### src/hw/rtl/quantized_conv_mac_requant_defines.svh
// Assertion macros shared by the quantized MAC/requant block.
// Needs clk_i and rst_ni in the scope of the including module.
`ifndef QUANTIZED_CONV_MAC_REQUANT_DEFINES_SVH
`define QUANTIZED_CONV_MAC_REQUANT_DEFINES_SVH

// Same-cycle implication, checked outside reset
`define QCMR_ASSERT_IMPL(lbl, ante, cons, msg) \
  lbl: assert property (@(posedge clk_i) disable iff (!rst_ni) (ante) |-> (cons)) \
    else $error(msg);

// Next-cycle implication, checked outside reset
`define QCMR_ASSERT_NEXT(lbl, ante, cons, msg) \
  lbl: assert property (@(posedge clk_i) disable iff (!rst_ni) (ante) |=> (cons)) \
    else $error(msg);

`endif

### src/hw/rtl/qcmr_pkg.sv
// Shared constants and types of the quantized MAC/requant block.
// No dependencies.
package qcmr_pkg;

  localparam int unsigned ACC_WIDTH_DEF  = 32;
  localparam int unsigned MULT_WIDTH_DEF = 32;

  localparam int unsigned DATA_W      = 8;
  localparam int unsigned BIAS_W      = 32;
  localparam int unsigned CFG_IDX_W   = 3;
  localparam int unsigned CFG_DATA_W  = 32;
  localparam int unsigned SHIFT_W     = 6;
  localparam int unsigned QUEUE_DEPTH = 2;

  // saturation point of the requantized value before the zero point
  localparam logic [DATA_W-1:0] Q_SAT = 8'd255;

  localparam logic [DATA_W-1:0] OUT_MIN_RST = 8'h80;  // -128
  localparam logic [DATA_W-1:0] OUT_MAX_RST = 8'h7F;  // 127

  typedef enum logic [CFG_IDX_W-1:0] {
    REG_MULT  = 3'd0,
    REG_SHIFT = 3'd1,
    REG_ZP    = 3'd2,
    REG_MIN   = 3'd3,
    REG_MAX   = 3'd4
  } reg_idx_e;

  // requant settings seen by the back end
  typedef struct packed {
    logic [SHIFT_W-1:0] shift;
    logic [DATA_W-1:0]  zp;
    logic [DATA_W-1:0]  omin;
    logic [DATA_W-1:0]  omax;
  } cfg_t;

endpackage

### src/hw/rtl/qcmr_in_if.sv
// Input channel: one weight/activation tap per item.
// Depends on qcmr_pkg.
interface qcmr_in_if;
  import qcmr_pkg::*;

  logic                     valid;
  logic                     ready;
  logic signed [DATA_W-1:0] weight;
  logic signed [DATA_W-1:0] activation;
  logic signed [BIAS_W-1:0] bias;
  logic                     last;

  modport source (output valid, weight, activation, bias, last, input ready);
  modport sink   (input valid, weight, activation, bias, last, output ready);
endinterface

### src/hw/rtl/qcmr_out_if.sv
// Result channel: one requantized activation per item.
// Depends on qcmr_pkg.
interface qcmr_out_if;
  import qcmr_pkg::*;

  logic                     valid;
  logic                     ready;
  logic signed [DATA_W-1:0] result;

  modport source (output valid, result, input ready);
  modport sink   (input valid, result, output ready);
endinterface

### src/hw/rtl/qcmr_cfg_if.sv
// Configuration write channel: register index and write data.
// Depends on qcmr_pkg.
interface qcmr_cfg_if;
  import qcmr_pkg::*;

  logic                  valid;
  logic                  ready;
  logic [CFG_IDX_W-1:0]  index;
  logic [CFG_DATA_W-1:0] data;

  modport source (output valid, index, data, input ready);
  modport sink   (input valid, index, data, output ready);
endinterface

### src/hw/rtl/qcmr_front.sv
// Front end: takes taps, runs the wrapping accumulator, closes a sum on last.
// Depends on qcmr_pkg and qcmr_in_if.
module qcmr_front #(
  parameter int unsigned ACC_WIDTH = qcmr_pkg::ACC_WIDTH_DEF,
  parameter int unsigned SUM_W     = ACC_WIDTH - 1
) (
  input  logic             clk_i,
  input  logic             rst_ni,
  qcmr_in_if.sink          in_i,
  input  logic             q_full_i,
  output logic             push_o,
  output logic [SUM_W-1:0] push_data_o
);
  import qcmr_pkg::*;

  logic                     accept;
  logic signed [2*DATA_W-1:0] prod;
  logic [ACC_WIDTH-1:0]     acc_q, acc_d;
  logic [ACC_WIDTH-1:0]     mac_sum;
  logic [ACC_WIDTH-1:0]     total;
  logic                     positive;

  // one tap per cycle while the queue has room
  assign in_i.ready = !q_full_i;
  assign accept     = in_i.valid && in_i.ready;

  // multiply-accumulate, then the bias for a closing tap
  assign prod    = in_i.weight * in_i.activation;
  assign mac_sum = acc_q + ACC_WIDTH'(prod);
  assign total   = mac_sum + ACC_WIDTH'(in_i.bias);

  // ReLU: non-positive sums requantize to zero, sent as a zero magnitude
  assign positive    = (total != '0) && !total[ACC_WIDTH-1];
  assign push_o      = accept && in_i.last;
  assign push_data_o = positive ? total[SUM_W-1:0] : '0;

  always_comb begin
    acc_d = acc_q;
    if (accept) begin
      acc_d = in_i.last ? '0 : mac_sum;
    end
  end

  always_ff @(posedge clk_i or negedge rst_ni) begin
    if (!rst_ni) begin
      acc_q <= '0;
    end else begin
      acc_q <= acc_d;
    end
  end

endmodule

### src/hw/rtl/qcmr_queue.sv
// Small register FIFO between the accumulator and the requant sequencer.
// No dependencies.
module qcmr_queue #(
  parameter int unsigned WIDTH = 31,
  parameter int unsigned DEPTH = 2
) (
  input  logic             clk_i,
  input  logic             rst_ni,
  input  logic             push_i,
  input  logic [WIDTH-1:0] push_data_i,
  input  logic             pop_i,
  output logic [WIDTH-1:0] pop_data_o,
  output logic             full_o,
  output logic             empty_o
);
  localparam int unsigned PTR_W = $clog2(DEPTH);
  localparam int unsigned CNT_W = $clog2(DEPTH + 1);

  logic [WIDTH-1:0] mem_q [DEPTH];
  logic [PTR_W-1:0] wr_ptr_q, wr_ptr_d;
  logic [PTR_W-1:0] rd_ptr_q, rd_ptr_d;
  logic [CNT_W-1:0] count_q, count_d;

  assign full_o     = (count_q == CNT_W'(DEPTH));
  assign empty_o    = (count_q == '0);
  assign pop_data_o = mem_q[rd_ptr_q];

  // pointer wrap and fill count
  always_comb begin
    wr_ptr_d = wr_ptr_q;
    rd_ptr_d = rd_ptr_q;
    count_d  = count_q;
    if (push_i) begin
      wr_ptr_d = (wr_ptr_q == PTR_W'(DEPTH - 1)) ? '0 : wr_ptr_q + 1'b1;
    end
    if (pop_i) begin
      rd_ptr_d = (rd_ptr_q == PTR_W'(DEPTH - 1)) ? '0 : rd_ptr_q + 1'b1;
    end
    if (push_i && !pop_i) begin
      count_d = count_q + 1'b1;
    end else if (pop_i && !push_i) begin
      count_d = count_q - 1'b1;
    end
  end

  always_ff @(posedge clk_i or negedge rst_ni) begin
    if (!rst_ni) begin
      wr_ptr_q <= '0;
      rd_ptr_q <= '0;
      count_q  <= '0;
    end else begin
      wr_ptr_q <= wr_ptr_d;
      rd_ptr_q <= rd_ptr_d;
      count_q  <= count_d;
    end
  end

  // storage, no reset needed
  always_ff @(posedge clk_i) begin
    if (push_i) begin
      mem_q[wr_ptr_q] <= push_data_i;
    end
  end

endmodule

### src/hw/rtl/qcmr_back.sv
// Back end: requantizes one closed sum (split multiply, round, shift, zero point, clamp).
// Depends on qcmr_pkg and qcmr_out_if.
module qcmr_back #(
  parameter int unsigned MULT_WIDTH = qcmr_pkg::MULT_WIDTH_DEF,
  parameter int unsigned SUM_W      = qcmr_pkg::ACC_WIDTH_DEF - 1
) (
  input  logic                  clk_i,
  input  logic                  rst_ni,
  input  logic                  q_empty_i,
  input  logic [SUM_W-1:0]      q_data_i,
  output logic                  pop_o,
  input  logic [MULT_WIDTH-1:0] mult_i,
  input  qcmr_pkg::cfg_t        cfg_i,
  qcmr_out_if.source            res_o
);
  import qcmr_pkg::*;

  localparam int unsigned LO_W   = (SUM_W + 1) / 2;
  localparam int unsigned HI_W   = SUM_W - LO_W;
  localparam int unsigned FULL_W = SUM_W + MULT_WIDTH;
  // room for the full product and a rounding term up to bit 62
  localparam int unsigned PW     = ((FULL_W > 63) ? FULL_W : 63) + 1;

  typedef enum logic [5:0] {
    ST_IDLE = 6'b000001,
    ST_MLO  = 6'b000010,
    ST_MHI  = 6'b000100,
    ST_ADD  = 6'b001000,
    ST_SHF  = 6'b010000,
    ST_OUT  = 6'b100000
  } state_e;

  state_e                     state_q, state_d;
  logic [SUM_W-1:0]           sum_q;
  logic [PW-1:0]              prod_q;
  logic [HI_W+MULT_WIDTH-1:0] part_q;
  logic [DATA_W-1:0]          qv_q;
  logic                       res_valid_q;
  logic [DATA_W-1:0]          res_q;

  logic [LO_W+MULT_WIDTH-1:0] lo_prod;
  logic [HI_W+MULT_WIDTH-1:0] hi_prod;
  logic [PW-1:0]              rnd;
  logic [PW-1:0]              shifted;
  logic                       out_free;
  logic                       load_res;
  logic signed [DATA_W+1:0]   v_sum;
  logic signed [DATA_W+1:0]   v_lo;
  logic signed [DATA_W+1:0]   v_hi;
  logic signed [DATA_W+1:0]   v_clamp;

  // partial products, one per cycle
  assign lo_prod = sum_q[LO_W-1:0] * mult_i;
  assign hi_prod = sum_q[SUM_W-1:LO_W] * mult_i;

  // round half up at the shift point
  assign rnd     = (PW'(1) << cfg_i.shift) >> 1;
  assign shifted = prod_q >> cfg_i.shift;

  // zero point and clamp, upper bound first
  assign v_sum = $signed({2'b00, qv_q}) + $signed({{2{cfg_i.zp[DATA_W-1]}}, cfg_i.zp});
  assign v_lo  = $signed({{2{cfg_i.omin[DATA_W-1]}}, cfg_i.omin});
  assign v_hi  = $signed({{2{cfg_i.omax[DATA_W-1]}}, cfg_i.omax});
  always_comb begin
    v_clamp = v_sum;
    if (v_clamp > v_hi) begin
      v_clamp = v_hi;
    end
    if (v_clamp < v_lo) begin
      v_clamp = v_lo;
    end
  end

  assign out_free = !res_valid_q || res_o.ready;
  assign load_res = (state_q == ST_OUT) && out_free;
  assign pop_o    = (state_q == ST_IDLE) && !q_empty_i;

  // sequencer
  always_comb begin
    state_d = state_q;
    unique case (state_q)
      ST_IDLE: if (!q_empty_i) state_d = ST_MLO;
      ST_MLO:  state_d = ST_MHI;
      ST_MHI:  state_d = ST_ADD;
      ST_ADD:  state_d = ST_SHF;
      ST_SHF:  state_d = ST_OUT;
      ST_OUT:  if (out_free) state_d = ST_IDLE;
      default: state_d = ST_IDLE;
    endcase
  end

  always_ff @(posedge clk_i or negedge rst_ni) begin
    if (!rst_ni) begin
      state_q     <= ST_IDLE;
      res_valid_q <= 1'b0;
    end else begin
      state_q <= state_d;
      if (load_res) begin
        res_valid_q <= 1'b1;
      end else if (res_o.ready) begin
        res_valid_q <= 1'b0;
      end
    end
  end

  // datapath registers
  always_ff @(posedge clk_i) begin
    if (pop_o) begin
      sum_q <= q_data_i;
    end
    if (state_q == ST_MLO) begin
      prod_q <= PW'(lo_prod);
    end
    if (state_q == ST_MHI) begin
      part_q <= hi_prod;
    end
    if (state_q == ST_ADD) begin
      prod_q <= prod_q + (PW'(part_q) << LO_W) + rnd;
    end
    if (state_q == ST_SHF) begin
      qv_q <= (|shifted[PW-1:DATA_W]) ? Q_SAT : shifted[DATA_W-1:0];
    end
    if (load_res) begin
      res_q <= v_clamp[DATA_W-1:0];
    end
  end

  assign res_o.valid  = res_valid_q;
  assign res_o.result = res_q;

endmodule

### src/hw/rtl/quantized_conv_mac_requant.sv
// Top level of the int8 convolution MAC with requantization.
// Depends on qcmr_pkg, the channel interfaces, qcmr_front, qcmr_queue, qcmr_back and the defines header.
//
//   channel | dir | carries                              | item taken when
//   in_i    | in  | weight, activation, bias, last       | valid && ready
//   res_o   | out | result                               | valid && ready
//   cfg_i   | in  | index, data (register write)         | valid && ready
//
// Taps: one item per cycle, stalled only while the two-entry sum queue is full.
// Each closing tap passes through the requant sequencer (two partial products,
// round add, shift, clamp), which takes one sum at a time and sets the
// sustained rate for outputs. Reset is asynchronous, active low; it clears the
// accumulator, queue, sequencer and registers to their defaults. Results wait
// in an output register; a stalled sink stops the sequencer, then taps once the queue fills.
`include "quantized_conv_mac_requant_defines.svh"

module quantized_conv_mac_requant #(
  parameter int unsigned ACC_WIDTH  = qcmr_pkg::ACC_WIDTH_DEF,
  parameter int unsigned MULT_WIDTH = qcmr_pkg::MULT_WIDTH_DEF
) (
  input  logic        clk_i,
  input  logic        rst_ni,
  qcmr_in_if.sink     in_i,
  qcmr_out_if.source  res_o,
  qcmr_cfg_if.sink    cfg_i
);
  import qcmr_pkg::*;

  localparam int unsigned SUM_W = ACC_WIDTH - 1;

  logic [MULT_WIDTH-1:0] mult_q;
  cfg_t                  cfg_q;
  logic                  cfg_we;

  logic                  q_push;
  logic [SUM_W-1:0]      q_push_data;
  logic                  q_pop;
  logic [SUM_W-1:0]      q_pop_data;
  logic                  q_full;
  logic                  q_empty;

  // register writes, always taken
  assign cfg_i.ready = 1'b1;
  assign cfg_we      = cfg_i.valid && cfg_i.ready;

  always_ff @(posedge clk_i or negedge rst_ni) begin
    if (!rst_ni) begin
      mult_q     <= '0;
      cfg_q.shift <= '0;
      cfg_q.zp    <= '0;
      cfg_q.omin  <= OUT_MIN_RST;
      cfg_q.omax  <= OUT_MAX_RST;
    end else if (cfg_we) begin
      unique case (reg_idx_e'(cfg_i.index))
        REG_MULT:  mult_q      <= cfg_i.data[MULT_WIDTH-1:0];
        REG_SHIFT: cfg_q.shift <= cfg_i.data[SHIFT_W-1:0];
        REG_ZP:    cfg_q.zp    <= cfg_i.data[DATA_W-1:0];
        REG_MIN:   cfg_q.omin  <= cfg_i.data[DATA_W-1:0];
        REG_MAX:   cfg_q.omax  <= cfg_i.data[DATA_W-1:0];
        default:   ;
      endcase
    end
  end

  qcmr_front #(
    .ACC_WIDTH (ACC_WIDTH),
    .SUM_W     (SUM_W)
  ) u_front (
    .clk_i       (clk_i),
    .rst_ni      (rst_ni),
    .in_i        (in_i),
    .q_full_i    (q_full),
    .push_o      (q_push),
    .push_data_o (q_push_data)
  );

  qcmr_queue #(
    .WIDTH (SUM_W),
    .DEPTH (QUEUE_DEPTH)
  ) u_queue (
    .clk_i       (clk_i),
    .rst_ni      (rst_ni),
    .push_i      (q_push),
    .push_data_i (q_push_data),
    .pop_i       (q_pop),
    .pop_data_o  (q_pop_data),
    .full_o      (q_full),
    .empty_o     (q_empty)
  );

  qcmr_back #(
    .MULT_WIDTH (MULT_WIDTH),
    .SUM_W      (SUM_W)
  ) u_back (
    .clk_i     (clk_i),
    .rst_ni    (rst_ni),
    .q_empty_i (q_empty),
    .q_data_i  (q_pop_data),
    .pop_o     (q_pop),
    .mult_i    (mult_q),
    .cfg_i     (cfg_q),
    .res_o     (res_o)
  );

  // checks
  `QCMR_ASSERT_IMPL(a_no_overflow, q_push, !q_full, "sum pushed into a full queue")
  `QCMR_ASSERT_IMPL(a_no_underflow, q_pop, !q_empty, "pop from an empty queue")
  `QCMR_ASSERT_IMPL(a_last_queued, in_i.valid && in_i.ready && in_i.last, q_push,
                    "closing tap did not reach the queue")
  `QCMR_ASSERT_NEXT(a_pop_then_busy, q_pop, !q_pop, "back end popped twice in a row")

endmodule

### src/flat_wrapper.sv
// flat-port wrapper written by rule: the top's interface ports become plain ports
module quantized_conv_mac_requant_flat import qcmr_pkg::*;
#(
  parameter int unsigned ACC_WIDTH  = qcmr_pkg::ACC_WIDTH_DEF,
  parameter int unsigned MULT_WIDTH = qcmr_pkg::MULT_WIDTH_DEF
)
  (clk_i, rst_ni, in_i_valid, in_i_weight, in_i_activation, in_i_bias, in_i_last, in_i_ready, res_o_valid, res_o_result, res_o_ready, cfg_i_valid, cfg_i_index, cfg_i_data, cfg_i_ready);
  qcmr_in_if in_i_i ();
  qcmr_out_if res_o_i ();
  qcmr_cfg_if cfg_i_i ();
  input  logic clk_i;
  input  logic rst_ni;
  input wire logic [$bits(in_i_i.valid)-1:0] in_i_valid;
  input wire logic [$bits(in_i_i.weight)-1:0] in_i_weight;
  input wire logic [$bits(in_i_i.activation)-1:0] in_i_activation;
  input wire logic [$bits(in_i_i.bias)-1:0] in_i_bias;
  input wire logic [$bits(in_i_i.last)-1:0] in_i_last;
  output wire logic [$bits(in_i_i.ready)-1:0] in_i_ready;
  output wire logic [$bits(res_o_i.valid)-1:0] res_o_valid;
  output wire logic [$bits(res_o_i.result)-1:0] res_o_result;
  input wire logic [$bits(res_o_i.ready)-1:0] res_o_ready;
  input wire logic [$bits(cfg_i_i.valid)-1:0] cfg_i_valid;
  input wire logic [$bits(cfg_i_i.index)-1:0] cfg_i_index;
  input wire logic [$bits(cfg_i_i.data)-1:0] cfg_i_data;
  output wire logic [$bits(cfg_i_i.ready)-1:0] cfg_i_ready;
  assign in_i_i.valid = in_i_valid;
  assign in_i_i.weight = in_i_weight;
  assign in_i_i.activation = in_i_activation;
  assign in_i_i.bias = in_i_bias;
  assign in_i_i.last = in_i_last;
  assign in_i_ready = in_i_i.ready;
  assign res_o_valid = res_o_i.valid;
  assign res_o_result = res_o_i.result;
  assign res_o_i.ready = res_o_ready;
  assign cfg_i_i.valid = cfg_i_valid;
  assign cfg_i_i.index = cfg_i_index;
  assign cfg_i_i.data = cfg_i_data;
  assign cfg_i_ready = cfg_i_i.ready;
  quantized_conv_mac_requant #(.ACC_WIDTH(ACC_WIDTH), .MULT_WIDTH(MULT_WIDTH)) u_core (.clk_i(clk_i), .rst_ni(rst_ni), .in_i(in_i_i), .res_o(res_o_i), .cfg_i(cfg_i_i));
endmodule
### config.mk
export PLATFORM = sky130hd
export DESIGN_NAME = quantized_conv_mac_requant_flat
export DESIGN_NICKNAME = d
export VERILOG_FILES = /design/src/hw/rtl/qcmr_pkg.sv /design/src/hw/rtl/qcmr_in_if.sv /design/src/hw/rtl/qcmr_out_if.sv /design/src/hw/rtl/qcmr_cfg_if.sv /design/src/hw/rtl/qcmr_front.sv /design/src/hw/rtl/qcmr_queue.sv /design/src/hw/rtl/qcmr_back.sv /design/src/hw/rtl/quantized_conv_mac_requant.sv /design/src/flat_wrapper.sv
export VERILOG_INCLUDE_DIRS = /design/src /design/src/hw/rtl
export SDC_FILE = /design/constraint.sdc
export NUM_CORES = 2
export LEC_CHECK = 0
export ABC_AREA = 1
export BUFFER_PORTS_ARGS = -buffer_cell sky130_fd_sc_hd__buf_4
export CORE_AREA = 2 2 365 367
export CTS_CLUSTER_DIAMETER = 50
export DETAILED_ROUTE_END_ITERATION = 8
export DIE_AREA = 0 0 367 369
export SLEW_MARGIN = 20
export SYNTH_ARGS = -nofsm -noshare
export SYNTH_HDL_FRONTEND = slang
export SYNTH_SLANG_ARGS = --single-unit
### constraint.sdc
create_clock -name clk_i -period 5.5 [get_ports clk_i]
set_input_delay 1.65 -clock clk_i [delete_from_list [all_inputs] [get_ports clk_i]]
set_output_delay 1.65 -clock clk_i [all_outputs]
set_load 0.02 [all_outputs]
==> results.cfg <==
[run_status]
status = finished with violations
failed_checks = setup timing

[detailed_routing]
first_iter_violations = 4268
final_antenna_net_count = 0
wl_um = 213000
drc = 0
dr.pass1.iters = 7
via_count = 55100
routedWlPerCell_um = 20.4
viasPerCell = 5.29

[timing]
finalCritPeriodShare_pct = 157
fin_crit_ns = 8.62
slew_violations = 0
finalHoldViolations = 0
fmax_ghz = 0.116
finalClockSkew_ns = 0.0540
setup_viol = 154
worstMarginPinSlew_ns = 0.981
relSlewSlack_pct = 34.6
holdWs_ns = 0.475
rsz0062_at_grt = yes
worst_slack_ns = -3.12

[floorplan]
rows = 133
coreArea_um2 = 131000
die_h_um = 369
die_area_um2 = 135000
start_util_pct = 44.8
io_pins = 100
die_w_um = 367

[clock_tree]
cts.hold.buffers_added = 0
cts_buffers = 54
htreeDepth = 2
clk_path_buf_depth = 3
clock-sinks = 325
cts.clk_slew.worst_paths_ns = 0.06
insertion_delay_ns = 0.64
cts_root_buffer = clkbuf_16
cts_tree = built

[setup_path]
critPathMaxStageDelay_ns = 0.53
crit_family = adder cells
crit_type = input pin to flop
crit_top_cell = a21oi_2
critPathRequiredTime_ns = 5.87
crit_path_top_delay_cell = fa_1
path_max_fanout = 8
reg2reg_from = u_core.mult_q[20]
startpoint_type = input pin
critPathCaptureType = flop
crit_start = in_i_weight[7]
arrival_ns = 8.99
path_buf_inv = 11

[placed_design]
place_congestion = 0.981
numPortBuffers = 98
dp_hpwl_um = 161000

[synth]
synth.distinct_cells = 62
netlist_instances = 7585
synth_edf_count = 220
synth_flop_cell = edfxtp_1
yosysTopAreaCell = fa_1
synth_top_area_share_pct = 31.0
syn_avg_cell_area_um2 = 7.75
async_flop_share_pct = 32.3
syn_area_um2 = 58800
yosys-top-cells-area = fa_1 (31%), nand2_1 (13%), edfxtp_1 (11%)
yosys_warnings = 0
synth_nets = 9017
ys_seq_elements = 325
ys_seq_area_share_pct = 15.7

[worst_hold_path]
holdCritPathClass = flop to flop
worstHoldStart = u_core.u_queue.count_q[0]

[global_routing]
grt_max_degree = 68
antenna_found_initial = 5
grt_pass1_wl_um = 318000
grt_usage_pct = 30.1
globalRouteOverflowTotal = 0
grt_pass1_vias = 56300

[layout]
area_growth_pct = 35.8
drive_above_1_share_pct = 28.9
layout.nets = 10100

[run]
drv_cap = 0
## cells by family (layout without fill, tap and decap cells)
| family | Yosys count | after routing | synth area share [%] |
|---|---|---|---|
| XOR/XNOR | 140 | 140 | 2.09 |
| flip-flops | 325 | 325 | 15.7 |
| buffers and inverters | 1885 | 2965 | 12.2 |
| AND/OR/NAND/NOR | 2823 | 2825 | 19.0 |
| AO/OA/AOI/OAI | 999 | 999 | 9.43 |
| multiplexers | 69 | 69 | 1.29 |
| adder cells (fa/ha/maj) | 1343 | 1343 | 40.2 |
| other | 1 | 4 | 0.00638 |
## worst paths after layout
path / slack [ns] / depth (start not counted) / endpoint
max in group asynchronous: 3.57 / 2 / u_core.cfg_q[25]
min in group asynchronous: 0.97 / 1 / u_core.u_front.acc_q[25]
worst min register to register: 0.47 / 1 / u_core.u_queue.count_q[0]
worst max-delay path: -3.12 / 46 / u_core.u_queue.mem_q[1][23]
worst max register to register: -0.82 / 23 / u_core.u_back.prod_q[47]
worst min-delay path: 0.47 / 1 / u_core.u_queue.count_q[0]
## cell usage in the layout, fill, tap and decap left out, types with 40 or more instances in the layout
| cell type | count |
|---|---|
| nor2_2 | 56 |
| mux2_2 | 55 |
| nor2_1 | 377 |
| o21ai_0 | 280 |
| dfrtp_1 | 82 |
| a21oi_1 | 236 |
| xnor2_1 | 40 |
| a21oi_2 | 95 |
| nor2_4 | 56 |
| o21ai_2 | 56 |
| nand2_4 | 69 |
| nand4_1 | 41 |
| inv_1 | 1413 |
| o21ai_1 | 55 |
| xor2_1 | 53 |
| buf_6 | 165 |
| ha_4 | 96 |
| inv_2 | 165 |
| ha_1 | 334 |
| buf_4 | 946 |
| edfxtp_1 | 220 |
| nand2_1 | 1801 |
| fa_2 | 85 |
| buf_12 | 116 |
| nand3_1 | 162 |
| clkbuf_16 | 63 |
| nand2_2 | 122 |
| fa_1 | 827 |
| a21oi_4 | 40 |
## layout make-up
class                      instances  area, µm²
sequential                       325       9270
tap                             1755       2200
clock inverter                    40        514
fill                           11500      51300
timing repair buffer            1276      12300
antenna                            3       7.51
clock buffer                      62       1430
multi-input combinational       5377      48200
inverter                        1587       5970
## Yosys cell counts (all sizes together), types with 74 or more instances
cell	count
a21oi	371
clkbuf	247
dfrtp	96
edfxtp	220
fa	912
ha	431
inv	1584
nand2	1997
nand3	198
nor2	489
o21ai	407
xor2	74
## metrics by stage
| step | setup TNS (ns) | area [µm²] | utilization (%) | cells | setup WS (ns) |
|---|---|---|---|---|---|
| after floorplan | -215.83 | 60000 | - | 7585 | -3.11 |
| after global placement | -322.13 | 69000 | 52.6 | 10000 | -3.86 |
| after detailed placement | -325.92 | 69000 | 52.6 | 10000 | -3.92 |
| after CTS | -239.80 | 74600 | 56.9 | 10300 | -3.10 |
| after global routing | -280.22 | 79800 | 60.9 | 10400 | -3.45 |
| final | -243.99 | 79800 | 60.9 | 10400 | -3.12 |
## timing repair
action,in CTS,in global routing
resized for setup,506,1011
setup endpoints to repair,160,171
gates cloned,17,10
pin swaps,237,578
setup buffers,133,189
## sequential cells by signal, summed over array words and instances (netlist names)
register,count
u_core.u_back.prod_q,64
u_core.u_queue.mem_q,62
u_core.u_back.part_q,47
u_core.mult_q,32
u_core.u_front.acc_q,32
u_core.u_back.sum_q,31
u_core.cfg_q,30
u_core.u_back.qv_q,8
u_core.u_back.res_o.result,8
u_core.u_back.state_q,6
u_core.u_queue.count_q,2
u_core.u_back.res_o.valid,1
u_core.u_queue.rd_ptr_q,1
u_core.u_queue.wr_ptr_q,1
## worst register-to-register path, cell delays in order (launching register included)
cell and delay [ns]:
dfrtp_1 0.39, buf_12 0.15, buf_12 0.15, buf_8 0.15
nand2_4 0.05, fa_1 0.51, fa_1 0.57, fa_1 0.44
fa_1 0.56, inv_1 0.06, fa_1 0.49, fa_1 0.54
ha_4 0.36, nand2_4 0.08, nor2_4 0.13, inv_2 0.07
nor4_4 0.29, buf_4 0.17, nand4_1 0.17, nand3_4 0.19
a31oi_4 0.11, xor2_2 0.19, nand2_2 0.21, nand2_1 0.07
## routing by layer
metal	share of wire [%]	global-route usage (%)	wire length, µm
met1	39	38.0	83700
met5	0.0084	0	18
met4	5.3	10.5	11300
met3	6.4	3.94	13700
met2	49	52.9	104000
Power is left out: the tool's default activity adds up to more than one toggle a clock period on the data nets, which glitch-free logic cannot reach.
